**src/sv/bvm_pkg.sv**
```systemverilog
// Shared types, constants and discharge-curve table for the battery voltage monitor.
package bvm_pkg;

  localparam int BVM_OVERSAMPLE = 16;
  localparam int CURVE_POINTS   = 12;
  localparam int CURVE_IDX_W    = $clog2(CURVE_POINTS);

  localparam int TIME_W   = 32;
  localparam int PIN_W    = 12;
  localparam int CELL_W   = 13;
  localparam int MARGIN_W = 10;
  localparam int PCT_W    = 7;
  localparam int PROD_W   = CELL_W + PCT_W;
  localparam int DEN_W    = CELL_W;
  localparam int ADDR_W   = 5;
  localparam int DATA_W   = 32;

  localparam logic [TIME_W-1:0] RST_INTERVAL   = 32'd5000;
  localparam logic [CELL_W-1:0] RST_PLAUS_MIN  = 13'd2500;
  localparam logic [CELL_W-1:0] RST_PLAUS_MAX  = 13'd4400;
  localparam logic [CELL_W-1:0] RST_LOW_THR    = 13'd3400;
  localparam logic [MARGIN_W-1:0] RST_REARM    = 10'd100;

  localparam logic [PCT_W-1:0] PCT_FULL  = 7'd100;
  localparam logic [PCT_W-1:0] PCT_EMPTY = 7'd0;

  // register index codes (byte address / 4)
  localparam logic [2:0] REG_INTERVAL  = 3'd0;
  localparam logic [2:0] REG_PLAUS_MIN = 3'd1;
  localparam logic [2:0] REG_PLAUS_MAX = 3'd2;
  localparam logic [2:0] REG_LOW_THR   = 3'd3;
  localparam logic [2:0] REG_REARM     = 3'd4;

  typedef struct packed {
    logic [TIME_W-1:0]   sample_interval_ms;
    logic [CELL_W-1:0]   plausible_min_mv;
    logic [CELL_W-1:0]   plausible_max_mv;
    logic [CELL_W-1:0]   low_threshold_mv;
    logic [MARGIN_W-1:0] rearm_margin_mv;
  } cfg_t;

  typedef struct packed {
    logic acc;        // sample beat taken
    logic div_start;  // launch interpolation divide
    logic cell_load;  // capture average
    logic seg;        // window check and curve segment lookup
    logic mul;        // interpolation product
    logic finish;     // result to output register
  } cmd_t;

  typedef struct packed {
    logic round_last;
    logic div_done;
    logic direct;
    logic out_free;
  } stat_t;

  function automatic logic [CELL_W-1:0] curve_mv(input logic [CURVE_IDX_W-1:0] idx);
    logic [CELL_W-1:0] v;
    case (idx)
      4'd0:    v = 13'd4200;
      4'd1:    v = 13'd4100;
      4'd2:    v = 13'd4000;
      4'd3:    v = 13'd3950;
      4'd4:    v = 13'd3870;
      4'd5:    v = 13'd3820;
      4'd6:    v = 13'd3790;
      4'd7:    v = 13'd3770;
      4'd8:    v = 13'd3740;
      4'd9:    v = 13'd3680;
      4'd10:   v = 13'd3450;
      4'd11:   v = 13'd3000;
      default: v = 13'd0;
    endcase
    return v;
  endfunction

  function automatic logic [PCT_W-1:0] curve_pct(input logic [CURVE_IDX_W-1:0] idx);
    logic [PCT_W-1:0] v;
    case (idx)
      4'd0:    v = 7'd100;
      4'd1:    v = 7'd90;
      4'd2:    v = 7'd80;
      4'd3:    v = 7'd70;
      4'd4:    v = 7'd60;
      4'd5:    v = 7'd50;
      4'd6:    v = 7'd40;
      4'd7:    v = 7'd30;
      4'd8:    v = 7'd20;
      4'd9:    v = 7'd10;
      4'd10:   v = 7'd5;
      4'd11:   v = 7'd0;
      default: v = 7'd0;
    endcase
    return v;
  endfunction

endpackage

```
**src/sv/bvm_div.sv**
```systemverilog
// Restoring divider, one quotient bit per cycle.
module bvm_div #(
  parameter int NUM_W = 20,
  parameter int DW    = 13
) (
  input  logic             clk,
  input  logic             rst,
  input  logic             start,
  input  logic [NUM_W-1:0] num,
  input  logic [DW-1:0]    den,
  output logic [NUM_W-1:0] quo,
  output logic             done
);

  localparam int CNT_W = $clog2(NUM_W + 1);

  logic [DW-1:0]    rem;
  logic [DW-1:0]    den_r;
  logic [CNT_W-1:0] cnt;
  logic             busy;
  logic [DW:0]      rem_sh;
  logic [DW:0]      diff;
  logic             ge;

  assign rem_sh = {rem, quo[NUM_W-1]};
  assign ge     = rem_sh >= {1'b0, den_r};
  assign diff   = rem_sh - {1'b0, den_r};

  always_ff @(posedge clk) begin
    if (rst) begin
      busy <= 1'b0;
      done <= 1'b0;
      cnt  <= '0;
    end else if (start) begin
      busy  <= 1'b1;
      done  <= 1'b0;
      cnt   <= CNT_W'(NUM_W);
      rem   <= '0;
      quo   <= num;
      den_r <= den;
    end else if (busy) begin
      rem  <= ge ? diff[DW-1:0] : rem_sh[DW-1:0];
      quo  <= {quo[NUM_W-2:0], ge};
      cnt  <= cnt - 1'b1;
      busy <= (cnt != CNT_W'(1));
      done <= (cnt == CNT_W'(1));
    end else begin
      done <= 1'b0;
    end
  end

endmodule

```
**src/sv/bvm_datapath.sv**
```systemverilog
// Datapath: round accumulation, divider, window check, curve interpolation, result register.
module bvm_datapath #(
  parameter int OVERSAMPLE = bvm_pkg::BVM_OVERSAMPLE
) (
  input  logic                          clk,
  input  logic                          rst,
  input  bvm_pkg::cfg_t                 cfg,
  input  bvm_pkg::cmd_t                 cmd,
  output bvm_pkg::stat_t                stat,
  input  logic [bvm_pkg::TIME_W-1:0]    now_ms,
  input  logic [bvm_pkg::PIN_W-1:0]     pin_mv,
  output logic                          out_valid,
  input  logic                          out_stall,
  output logic [bvm_pkg::CELL_W-1:0]    cell_mv,
  output logic                          plausible,
  output logic [bvm_pkg::PCT_W-1:0]     percent,
  output logic                          low_event
);

  import bvm_pkg::*;

  localparam int SUM_W = $clog2((2 ** PIN_W - 1) * OVERSAMPLE + 1);
  localparam int CNT_W = $clog2(OVERSAMPLE + 1);

  // average by reciprocal multiply: exact floor for every sum below 2^SUM_W
  localparam int AVG_SH  = SUM_W + $clog2(OVERSAMPLE);
  localparam int RECIP_W = SUM_W + 1;
  localparam int AVG_PW  = SUM_W + RECIP_W;
  localparam logic [RECIP_W-1:0] RECIP =
    RECIP_W'(((64'd1 << AVG_SH) + 64'(OVERSAMPLE) - 64'd1) / 64'(OVERSAMPLE));

  // round state
  logic [TIME_W-1:0] round_start_ms;
  logic              in_round;
  logic [CNT_W-1:0]  samples_taken;
  logic [SUM_W-1:0]  sample_sum;
  logic              warning_latched;

  logic [TIME_W-1:0] elapsed;
  logic              open_round;
  logic              take;
  logic [CNT_W-1:0]  cnt_next;
  logic [SUM_W-1:0]  sum_next;
  logic              last;

  assign elapsed    = now_ms - round_start_ms;
  assign open_round = !in_round && (elapsed >= cfg.sample_interval_ms);
  assign take       = in_round || open_round;
  assign cnt_next   = (open_round ? '0 : samples_taken) + 1'b1;
  assign sum_next   = (open_round ? '0 : sample_sum) + SUM_W'(pin_mv);
  assign last       = take && (cnt_next == CNT_W'(OVERSAMPLE));

  always_ff @(posedge clk) begin
    if (rst) begin
      round_start_ms <= '0;
      in_round       <= 1'b0;
      samples_taken  <= '0;
      sample_sum     <= '0;
    end else if (cmd.acc && take) begin
      if (open_round) begin
        round_start_ms <= now_ms;
      end
      sample_sum    <= sum_next;
      samples_taken <= last ? '0 : cnt_next;
      in_round      <= !last;
    end
  end

  // average
  logic [AVG_PW-1:0] avg_prod;

  assign avg_prod = AVG_PW'(sample_sum) * AVG_PW'(RECIP);

  // interpolation divider
  logic [PROD_W-1:0] div_quo;
  logic              div_done;
  logic [PROD_W-1:0] product;
  logic [CELL_W-1:0] span;

  bvm_div #(
    .NUM_W(PROD_W),
    .DW   (DEN_W)
  ) u_div (
    .clk  (clk),
    .rst  (rst),
    .start(cmd.div_start),
    .num  (product),
    .den  (span),
    .quo  (div_quo),
    .done (div_done)
  );

  // window check and segment lookup
  logic [CELL_W-1:0] cell_val;
  logic              ok;
  logic              direct;
  logic [PCT_W-1:0]  direct_pct;
  logic [CELL_W-1:0] hi_mv;
  logic [CELL_W-1:0] lo_mv;
  logic [PCT_W-1:0]  hi_pct;
  logic [PCT_W-1:0]  lo_pct;

  logic              ok_c;
  logic              found;
  logic [CURVE_IDX_W-1:0] seg_k;
  logic [CELL_W-1:0] seg_hi_mv;
  logic [CELL_W-1:0] seg_lo_mv;

  always_comb begin
    found = 1'b0;
    seg_k = CURVE_IDX_W'(CURVE_POINTS - 1);
    for (int k = 1; k < CURVE_POINTS; k++) begin
      if (!found && (cell_val >= curve_mv(CURVE_IDX_W'(k)))) begin
        found = 1'b1;
        seg_k = CURVE_IDX_W'(k);
      end
    end
  end

  assign ok_c      = (cell_val >= cfg.plausible_min_mv) && (cell_val <= cfg.plausible_max_mv);
  assign seg_hi_mv = curve_mv(seg_k - 1'b1);
  assign seg_lo_mv = curve_mv(seg_k);

  always_ff @(posedge clk) begin
    if (cmd.cell_load) begin
      cell_val <= {avg_prod[AVG_SH +: PIN_W], 1'b0};
    end
    if (cmd.seg) begin
      ok     <= ok_c;
      hi_mv  <= seg_hi_mv;
      lo_mv  <= seg_lo_mv;
      hi_pct <= curve_pct(seg_k - 1'b1);
      lo_pct <= curve_pct(seg_k);
      direct <= 1'b1;
      if (!ok_c || cell_val == '0) begin
        direct_pct <= PCT_EMPTY;
      end else if (cell_val >= curve_mv('0)) begin
        direct_pct <= PCT_FULL;
      end else if (cell_val <= curve_mv(CURVE_IDX_W'(CURVE_POINTS - 1))) begin
        direct_pct <= PCT_EMPTY;
      end else if (seg_hi_mv <= seg_lo_mv) begin
        direct_pct <= curve_pct(seg_k);
      end else begin
        direct     <= 1'b0;
        direct_pct <= PCT_EMPTY;
      end
    end
    if (cmd.mul) begin
      product <= PROD_W'(cell_val - lo_mv) *
                 PROD_W'((hi_pct >= lo_pct) ? (hi_pct - lo_pct) : PCT_EMPTY);
      span    <= hi_mv - lo_mv;
    end
  end

  // result register and low warning
  logic [PCT_W-1:0]  pct;
  logic [CELL_W:0]   rearm_level;
  logic              out_free;

  assign pct         = direct ? direct_pct : lo_pct + div_quo[PCT_W-1:0];
  assign rearm_level = {1'b0, cfg.low_threshold_mv} + (CELL_W + 1)'(cfg.rearm_margin_mv);
  assign out_free    = !out_valid || !out_stall;

  always_ff @(posedge clk) begin
    if (rst) begin
      out_valid       <= 1'b0;
      warning_latched <= 1'b0;
    end else if (cmd.finish) begin
      out_valid <= 1'b1;
      cell_mv   <= ok ? cell_val : '0;
      plausible <= ok;
      percent   <= ok ? pct : PCT_EMPTY;
      low_event <= ok && (cell_val < cfg.low_threshold_mv) && !warning_latched;
      if (!ok) begin
        warning_latched <= 1'b0;
      end else if (cell_val < cfg.low_threshold_mv) begin
        warning_latched <= 1'b1;
      end else if ({1'b0, cell_val} > rearm_level) begin
        warning_latched <= 1'b0;
      end
    end else if (!out_stall) begin
      out_valid <= 1'b0;
    end
  end

  assign stat.round_last = last;
  assign stat.div_done   = div_done;
  assign stat.direct     = direct;
  assign stat.out_free   = out_free;

endmodule

```
**src/sv/bvm_ctrl.sv**
```systemverilog
// Controller: sequences accumulation, averaging, curve lookup, interpolation divide and result load.
module bvm_ctrl (
  input  logic           clk,
  input  logic           rst,
  input  logic           in_valid,
  output logic           in_stall,
  input  bvm_pkg::stat_t stat,
  output bvm_pkg::cmd_t  cmd
);

  import bvm_pkg::*;

  typedef enum logic [2:0] {
    IDLE, AVG, SEG, MUL, PCT_GO, PCT_WAIT, FINISH
  } state_t;

  state_t state;

  always_ff @(posedge clk) begin
    if (rst) begin
      state <= IDLE;
    end else begin
      case (state)
        IDLE:     if (in_valid && stat.round_last) state <= AVG;
        AVG:      state <= SEG;
        SEG:      state <= MUL;
        MUL:      state <= stat.direct ? FINISH : PCT_GO;
        PCT_GO:   state <= PCT_WAIT;
        PCT_WAIT: if (stat.div_done) state <= FINISH;
        FINISH:   if (stat.out_free) state <= IDLE;
        default:  state <= IDLE;
      endcase
    end
  end

  always_comb begin
    cmd           = '0;
    cmd.acc       = (state == IDLE) && in_valid;
    cmd.div_start = (state == PCT_GO);
    cmd.cell_load = (state == AVG);
    cmd.seg       = (state == SEG);
    cmd.mul       = (state == MUL) && !stat.direct;
    cmd.finish    = (state == FINISH) && stat.out_free;
  end

  assign in_stall = (state != IDLE);

endmodule

```
**src/sv/battery_voltage_monitor_top.sv**
```systemverilog
// Top level of the battery voltage monitor: register port, controller and datapath.
//
//   channel  direction  handshake           payload
//   in       sink       in_valid/in_stall   now_ms, pin_mv
//   out      source     out_valid/out_stall cell_mv, plausible, percent, low_event
//   apb      slave      psel/penable/pready paddr, pwdata, prdata
//
// After the beat that closes a round, in_stall stays high through the average, segment
// lookup and product steps, then a serial divide of one bit per cycle; the product and
// divide are skipped when no interpolation is needed.
// in_stall is high from the closing beat until the result enters the output register.
// A waiting result holds under out_stall; sampling resumes behind it.
// Synchronous reset restores register defaults and clears round state and warning latch.
module battery_voltage_monitor_top #(
  parameter int OVERSAMPLE = bvm_pkg::BVM_OVERSAMPLE
) (
  input  logic                         clk,
  input  logic                         rst,
  input  logic                         psel,
  input  logic                         penable,
  input  logic                         pwrite,
  input  logic [bvm_pkg::ADDR_W-1:0]   paddr,
  input  logic [bvm_pkg::DATA_W-1:0]   pwdata,
  output logic [bvm_pkg::DATA_W-1:0]   prdata,
  output logic                         pready,
  input  logic                         in_valid,
  output logic                         in_stall,
  input  logic [bvm_pkg::TIME_W-1:0]   now_ms,
  input  logic [bvm_pkg::PIN_W-1:0]    pin_mv,
  output logic                         out_valid,
  input  logic                         out_stall,
  output logic [bvm_pkg::CELL_W-1:0]   cell_mv,
  output logic                         plausible,
  output logic [bvm_pkg::PCT_W-1:0]    percent,
  output logic                         low_event
);

  import bvm_pkg::*;

  cfg_t  cfg;
  cmd_t  cmd;
  stat_t stat;
  logic  wr;

  assign pready = 1'b1;
  assign wr     = psel && penable && pwrite && pready;

  always_ff @(posedge clk) begin
    if (rst) begin
      cfg.sample_interval_ms <= RST_INTERVAL;
      cfg.plausible_min_mv   <= RST_PLAUS_MIN;
      cfg.plausible_max_mv   <= RST_PLAUS_MAX;
      cfg.low_threshold_mv   <= RST_LOW_THR;
      cfg.rearm_margin_mv    <= RST_REARM;
    end else if (wr) begin
      case (paddr[4:2])
        REG_INTERVAL:  cfg.sample_interval_ms <= pwdata[TIME_W-1:0];
        REG_PLAUS_MIN: cfg.plausible_min_mv   <= pwdata[CELL_W-1:0];
        REG_PLAUS_MAX: cfg.plausible_max_mv   <= pwdata[CELL_W-1:0];
        REG_LOW_THR:   cfg.low_threshold_mv   <= pwdata[CELL_W-1:0];
        REG_REARM:     cfg.rearm_margin_mv    <= pwdata[MARGIN_W-1:0];
        default: ;
      endcase
    end
  end

  always_comb begin
    case (paddr[4:2])
      REG_INTERVAL:  prdata = DATA_W'(cfg.sample_interval_ms);
      REG_PLAUS_MIN: prdata = DATA_W'(cfg.plausible_min_mv);
      REG_PLAUS_MAX: prdata = DATA_W'(cfg.plausible_max_mv);
      REG_LOW_THR:   prdata = DATA_W'(cfg.low_threshold_mv);
      REG_REARM:     prdata = DATA_W'(cfg.rearm_margin_mv);
      default:       prdata = '0;
    endcase
  end

  bvm_ctrl u_ctrl (
    .clk     (clk),
    .rst     (rst),
    .in_valid(in_valid),
    .in_stall(in_stall),
    .stat    (stat),
    .cmd     (cmd)
  );

  bvm_datapath #(
    .OVERSAMPLE(OVERSAMPLE)
  ) u_dp (
    .clk      (clk),
    .rst      (rst),
    .cfg      (cfg),
    .cmd      (cmd),
    .stat     (stat),
    .now_ms   (now_ms),
    .pin_mv   (pin_mv),
    .out_valid(out_valid),
    .out_stall(out_stall),
    .cell_mv  (cell_mv),
    .plausible(plausible),
    .percent  (percent),
    .low_event(low_event)
  );

endmodule

```
**config.mk**
```make
export PLATFORM = sky130hd
export DESIGN_NAME = battery_voltage_monitor_top
export DESIGN_NICKNAME = d
export VERILOG_FILES = /design/src/sv/bvm_pkg.sv /design/src/sv/bvm_div.sv /design/src/sv/bvm_datapath.sv /design/src/sv/bvm_ctrl.sv /design/src/sv/battery_voltage_monitor_top.sv
export SDC_FILE = /design/constraint.sdc
export NUM_CORES = 1
export LEC_CHECK = 0
export ABC_AREA = 0
export BUFFER_PORTS_ARGS = -buffer_cell sky130_fd_sc_hd__buf_4
export CORE_ASPECT_RATIO = 1.1
export CORE_UTILIZATION = 57
export CTS_CLUSTER_DIAMETER = 120
export DETAILED_ROUTE_END_ITERATION = 7
export PLACE_DENSITY = 0.85
export SKIP_CTS_REPAIR_TIMING = 1
export SYNTH_ARGS = -nofsm -noshare
export SYNTH_HDL_FRONTEND = slang
export SYNTH_SLANG_ARGS = --single-unit
```
**constraint.sdc**
```tcl
create_clock -name clk -period 7.6 [get_ports clk]
set_input_delay 0.38 -clock clk [delete_from_list [all_inputs] [get_ports clk]]
set_output_delay 0.38 -clock clk [all_outputs]
set_load 0.005 [all_outputs]
```
Word level (Yosys, flattened, before mapping)
Memory sizes are Yosys's and may differ from the RTL's. A register that Yosys moved wholly into a read port is not among the register bits.
Cells that the tools add are included.
- register bits after elaboration: 294
- memory bits (read-only): 720
- input port bits: 88
- output and inout port bits: 57
- logic and storage cells: 202
- memories: 5
- $add $sub $neg: 11
- multipliers: 1
- $lt $le $gt $ge: 21
- eq/ne operators: 18
- mux-type cells: 49
- bitwise gates (word level): 3
- reduce and logical (&&, ||, !) cells: 62
- memories (memory ; words ; width ; rd ports ; clocked after Yosys merged registers in ; write ports ; line ; text):
    (no name shown) ; 16 ; 12 ; 1 ; 0 ; 0 ; bvm_pkg.sv:60 ; case (idx)
    (no name shown) ; 16 ; 12 ; 1 ; 0 ; 0 ; bvm_pkg.sv:60 ;
    (no name shown) ; 16 ; 7 ; 1 ; 1 ; 0 ; bvm_pkg.sv:80 ; case (idx)
    (no name shown) ; 16 ; 7 ; 1 ; 1 ; 0 ; bvm_pkg.sv:80 ;
    (no name shown) ; 16 ; 7 ; 1 ; 0 ; 0 ; bvm_pkg.sv:80 ;
- operators with widths (cell ; count):
    case mux 32 bit (5 select lines) ; 1
    >= comparator 13 x 12 -> 1 bit, second input constant ; 10
    two-way mux 20 bit ; 3
    two-way mux 4 bit ; 11
    >= comparator 32 bit ; 1
    subtractor 32 bit ; 1
    two-way mux 7 bit ; 4
    >= comparator 13 bit, second input constant ; 2
    <= comparator 13 bit ; 2
    two-way mux 13 bit ; 2
    subtractor 13 bit ; 2
    logical AND 1 bit ; 22
    case mux 3 bit (7 select lines) ; 1
    multiplier 20 x 20 -> 20 bit ; 1
    two-way mux 5 bit ; 4
    AND reduction 2 bit ; 10
    two-way mux 1 bit ; 18
    zero test 1 bit ; 17
    adder 16 x 12 -> 16 bit ; 1
    two-way mux 16 bit ; 1
    adder 13 x 10 -> 14 bit ; 1
    >= comparator 14 x 13 -> 1 bit ; 1
    greater-than comparator 13 x 14 -> 1 bit ; 1
    subtractor 13 x 13 -> 14 bit ; 1
    29 further kinds ; 47

Logic depth before layout (Yosys ltp)
An unclocked memory read counts as a cell.
- depth in word-level cells: 38
- depth in mapped cells: 36
- mapped depth without buffers: 35

By module
From an unflattened synthesis, not the netlist that was laid out.
- cells, all modules: 2588
- area total of the unflattened synthesis: 24433.4 sq um
- modules (own cells, without submodules) (module ; times used ; cells an instance ; area an instance (sq um) ; seq. area each (sq um)):
    bvm_datapath ; 1 ; 1915 ; 17418.0 ; 4454.3
    battery_voltage_monitor_top ; 1 ; 409 ; 3960.0 ; 1621.6
    bvm_div ; 1 ; 235 ; 2812.7 ; 1521.5
    bvm_ctrl ; 1 ; 29 ; 242.7 ; 60.1

Least setup slack after synthesis
OpenSTA, ideal clock, no wires.
- path type: reg2reg
- start: reg u_dp.cell_val[3]
- end: reg u_dp.product[19] (data pin)
- setup time: 259 ps
- arrival time: 7470 ps
- data required time: 7341 ps
- slack: -129 ps
- stages on the path, launching flop included: 32
- path buffers: 0
- period minus slack after synthesis: 7729 ps
- path through: edfxtp_1 -> ha_1 -> nor2b_1 -> o31a_1 -> o211ai_1 -> a21oi_1 -> a211o_2 -> xor2_1 -> nand2_1 -> fa_1 -> inv_1 -> fa_1 -> inv_1 -> fa_1 -> inv_1 -> fa_1 -> inv_1 -> fa_1 -> inv_1 -> fa_1 -> inv_1 -> fa_1 -> inv_1 -> ha_1 -> or3_1 -> o21ai_0 -> a31oi_1 -> nand3_1 -> nand3b_1 -> a21o_1 -> a21oi_1 -> xnor2_1
- cells in the longest elaborated chain, start to end: 2
- ends and longest elaborated chain (item ; line ; text):
    start: declaration ; bvm_datapath.sv:94 ; logic [CELL_W-1:0] cell_val;
    start signal: assignment ; bvm_datapath.sv:126 ; cell_val <= {avg_prod[AVG_SH +: PIN_W], 1'b0};
    subtractor 13 x 13 -> 14 bit ; bvm_datapath.sv:149 ; product <= PROD_W'(cell_val - lo_mv) *
    multiplier 20 x 20 -> 20 bit ; bvm_datapath.sv:149 ;
    end signal: assignment ; bvm_datapath.sv:149 ;
    end: declaration ; bvm_datapath.sv:77 ; logic [PROD_W-1:0] product;
Every way passes these cells.
A chain may end at the register's enable or synchronous reset.

Worst setup path in the final report
- start: reg u_dp.lo_mv[1]
- end: reg u_dp.product[18] (data pin)
- cells in the longest elaborated chain, start to end: 2
- ends and longest elaborated chain (item ; line ; text):
    start: declaration ; bvm_datapath.sv:99 ; logic [CELL_W-1:0] lo_mv;
    start signal: assignment ; bvm_datapath.sv:131 ; lo_mv <= seg_lo_mv;
    subtractor 13 x 13 -> 14 bit ; bvm_datapath.sv:149 ;
    multiplier 20 x 20 -> 20 bit ; bvm_datapath.sv:149 ;
Every way passes these cells.

==> impl_metrics.json <==
{
  "place_ws_ns": -0.156,
  "wl_per_cell_um": 17.9,
  "drive_above_1_share_pct": 13.7,
  "synth_fp_nets": 3221,
  "numCtsBuffers": 35,
  "finalPower_mw": 4.39,
  "nNetsFinal": 3427,
  "synth_area_leaders": "edfxtp_1 (19%), ha_1 (14%), dfxtp_1 (12%)",
  "die_y_um": 218,
  "htreeDepth": 2,
  "rows": 78,
  "slowest_delay_ns": 0.53,
  "numPortBuffers": 140,
  "globalRoute.totalOverflow": 0,
  "fin_crit_sh_pct": 97.9,
  "root_buffer": "clkbuf_16",
  "ir_drop_mv": 0.162,
  "start_util_pct": 58.2,
  "dpl.hpwl_mm": 48.4,
  "synth_edf_count": 156,
  "gp_congestion": 0.946,
  "antenna_found_initial": 1,
  "finClkSkew_ns": 0.0269,
  "wirelength_mm": 63.2,
  "cp_max_fo": 3,
  "post-route-drc-count": 0,
  "start_kind": "register",
  "setup_viol": 0,
  "fin_crit_ns": 7.44,
  "hp-class": "input port to register",
  "regToRegSetupSlack_ns": 0.16,
  "reg2reg_from": "u_dp.lo_mv[1]",
  "dpl_cell_area_sq_um": 26400,
  "cts_max_path_buffers": 3,
  "cp.arrival_ns": 7.75,
  "cpMaxStageDelayCell": "fa_1",
  "area_growth_pct": 15.8,
  "drv_cap": 0,
  "status": "finished clean",
  "ys_seq_elements": 303,
  "io_pins": 145,
  "ys_types": 80,
  "yosysTopAreaCell": "edfxtp_1",
  "grt_first_pass_wirelength_mm": 101,
  "antennaDiodeCount": 0,
  "die_area_sq_um": 43200,
  "p_per_area_nw_per_um2": 157,
  "fillers": 3188,
  "async_flop_share_pct": 0,
  "clkSlewWorstSetupHoldPaths_ns": 0.06,
  "hold_viol_final": 0,
  "grt_usage_pct": 29.3,
  "cts_tree": "yes",
  "rsz0062_at_grt": "true",
  "worst_pin_slew_ns": 1.30,
  "ys.warnings.count": 0,
  "synth_ff_type": "edfxtp_1",
  "grt_pass1_vias": 20500,
  "reg2reg_depth": 33,
  "cts.sinks": 303,
  "reg2reg_to": "u_dp.product[18]",
  "multi_input_area_sq_um": 15100,
  "register_area_sq_um": 7630,
  "drt_pass1_iterations": 6,
  "crit_top_cell": "fa_1",
  "cp.required_ns": 7.90,
  "hold_depth": 2,
  "yosysTopAreaCellShare_pct": 19.4,
  "worstHoldStart": "pwdata[10]",
  "syn_inst": 2741,
  "max_freq_ghz": 0.134,
  "ys_seq_area_share_pct": 31.6,
  "drtAntennaViolNets": 0,
  "drv_slew": 0,
  "die_w_um": 198,
  "crit_path_end_kind": "register",
  "dr_total_vias": 20200,
  "clk_latency_ns": 0.57,
  "syn_area_sq_um": 24100,
  "worstHoldEndpoint": "cfg[20]",
  "relSlewSlack_pct": 12.8,
  "drt_iter0_markers": 1594,
  "coreArea_sq_um": 41500,
  "synth.avg_cell_area_sq_um": 8.81,
  "critPathKind": "register to register",
  "grt_start_max_net_pins": 116,
  "viasPerCell": 5.72,
  "p_leak_nw": 12.4,
  "design_area_sq_um": 28000,
  "worst_slack_ns": 0.158
}
## Yosys cell counts (54+ instances only)
library cell / count
nand2_1: 372
nor2_1: 203
ha_1: 271
xnor2_1: 90
inv_1: 378
dfxtp_1: 147
clkbuf_1: 77
a21o_1: 54
nor2b_1: 60
fa_1: 121
edfxtp_1: 156
a21oi_1: 198
o21ai_0: 100
## worst max path at each step
stage | startpoint | slack [ns] | endpoint | cells after the start
after CTS | u_dp.cell_val[1] | -0.19 | u_dp.product[19] | 30
after floorplan | u_dp.cell_val[1] | 0.006 | u_dp.product[19] | 32
after detailed placement | u_dp.cell_val[1] | -0.16 | u_dp.product[19] | 30
after global routing | u_dp.hi_pct[0] | -0.14 | u_dp.product[18] | 31
after global placement | u_dp.cell_val[1] | 0.05 | u_dp.product[19] | 33
final | u_dp.lo_mv[1] | 0.16 | u_dp.product[18] | 33
## kinds of logic (layout without fill, tap and decap cells)
| logic type | after synthesis | after routing | share of synthesized area, % |
|---|---|---|---|
| simple gates | 864 | 864 | 16.3 |
| compound gates | 557 | 557 | 14.7 |
| buf+inv | 468 | 699 | 7.33 |
| fa+ha+maj | 392 | 392 | 24.1 |
| flops | 303 | 303 | 31.6 |
| xor+xnor | 127 | 127 | 4.69 |
| mux | 28 | 28 | 1.32 |
| other cells | 2 | 2 | 0.0311 |
## sequential cells by signal (all words and copies together) (netlist names), 13 cells and up
name / count
u_dp.sample_sum: 16
cfg: 81
u_dp.round_start_ms: 32
u_dp.u_div.quo: 20
u_dp.u_div.rem: 13
u_dp.product: 19
## metal layers
| layer | vias up | wire [um] | global-route usage, % |
|---|---|---|---|
| met4 | 0 | 2940 | 14.4 |
| met2 | 691 | 31600 | 51.6 |
| met3 | 184 | 3500 | 3.97 |
| met5 | - | 0 | 0 |
| met1 | 9715 | 25100 | 35.0 |
| li1 | 9624 | - | - |
## critical path: cells and delay by family (launching register included)
family	cells	cell delay, ns
DFF	1	0.42
AOI/OAI and AO/OA	6	0.99
adders and majority gates	10	4.21
xor gates and xnor gates	2	0.25
and+or+nand+nor	6	0.68
buffers and inverters	9	0.62
## where the power goes
part | internal (mW) | switching [mW]
Sequential | 1.76 | 0.0391
Clock | 1.01 | 0.707
Combinational | 0.379 | 0.494
## area by class of cell
class	instances	share of cell area, %
multi-input cells	1970	54.0
flip-flops and latches	303	27.3
repair buffers	259	7.02
inverters	378	5.07
clock buffers	50	3.51
well taps	560	2.51
clock inverters	12	0.568
## stage by stage
stage	cells	hold WS, ns	TNS (ns)	utilization (%)
global placement	3453	0.400	0	63.6
CTS	3515	0.0444	-0.463	66.4
global route	3532	0.0592	-0.248	67.4
detailed placement	3453	0.407	-0.267	63.6
finish	3532	0.0612	0	67.4
floorplan	2741	0.400	0	-
## placed cells by master, fill, tap and decap left out, types with 56 or more instances in the layout
master,synthesis,routed
dfxtp_1,147,147
nor2b_1,60,56
a21oi_1,198,194
nor2_1,203,196
fa_1,121,116
o21ai_0,100,97
ha_1,271,261
edfxtp_1,156,156
buf_4,3,254
nand2_1,372,368
inv_1,378,370
xnor2_1,90,86
Note: power is estimated with default switching activity, not from simulation.
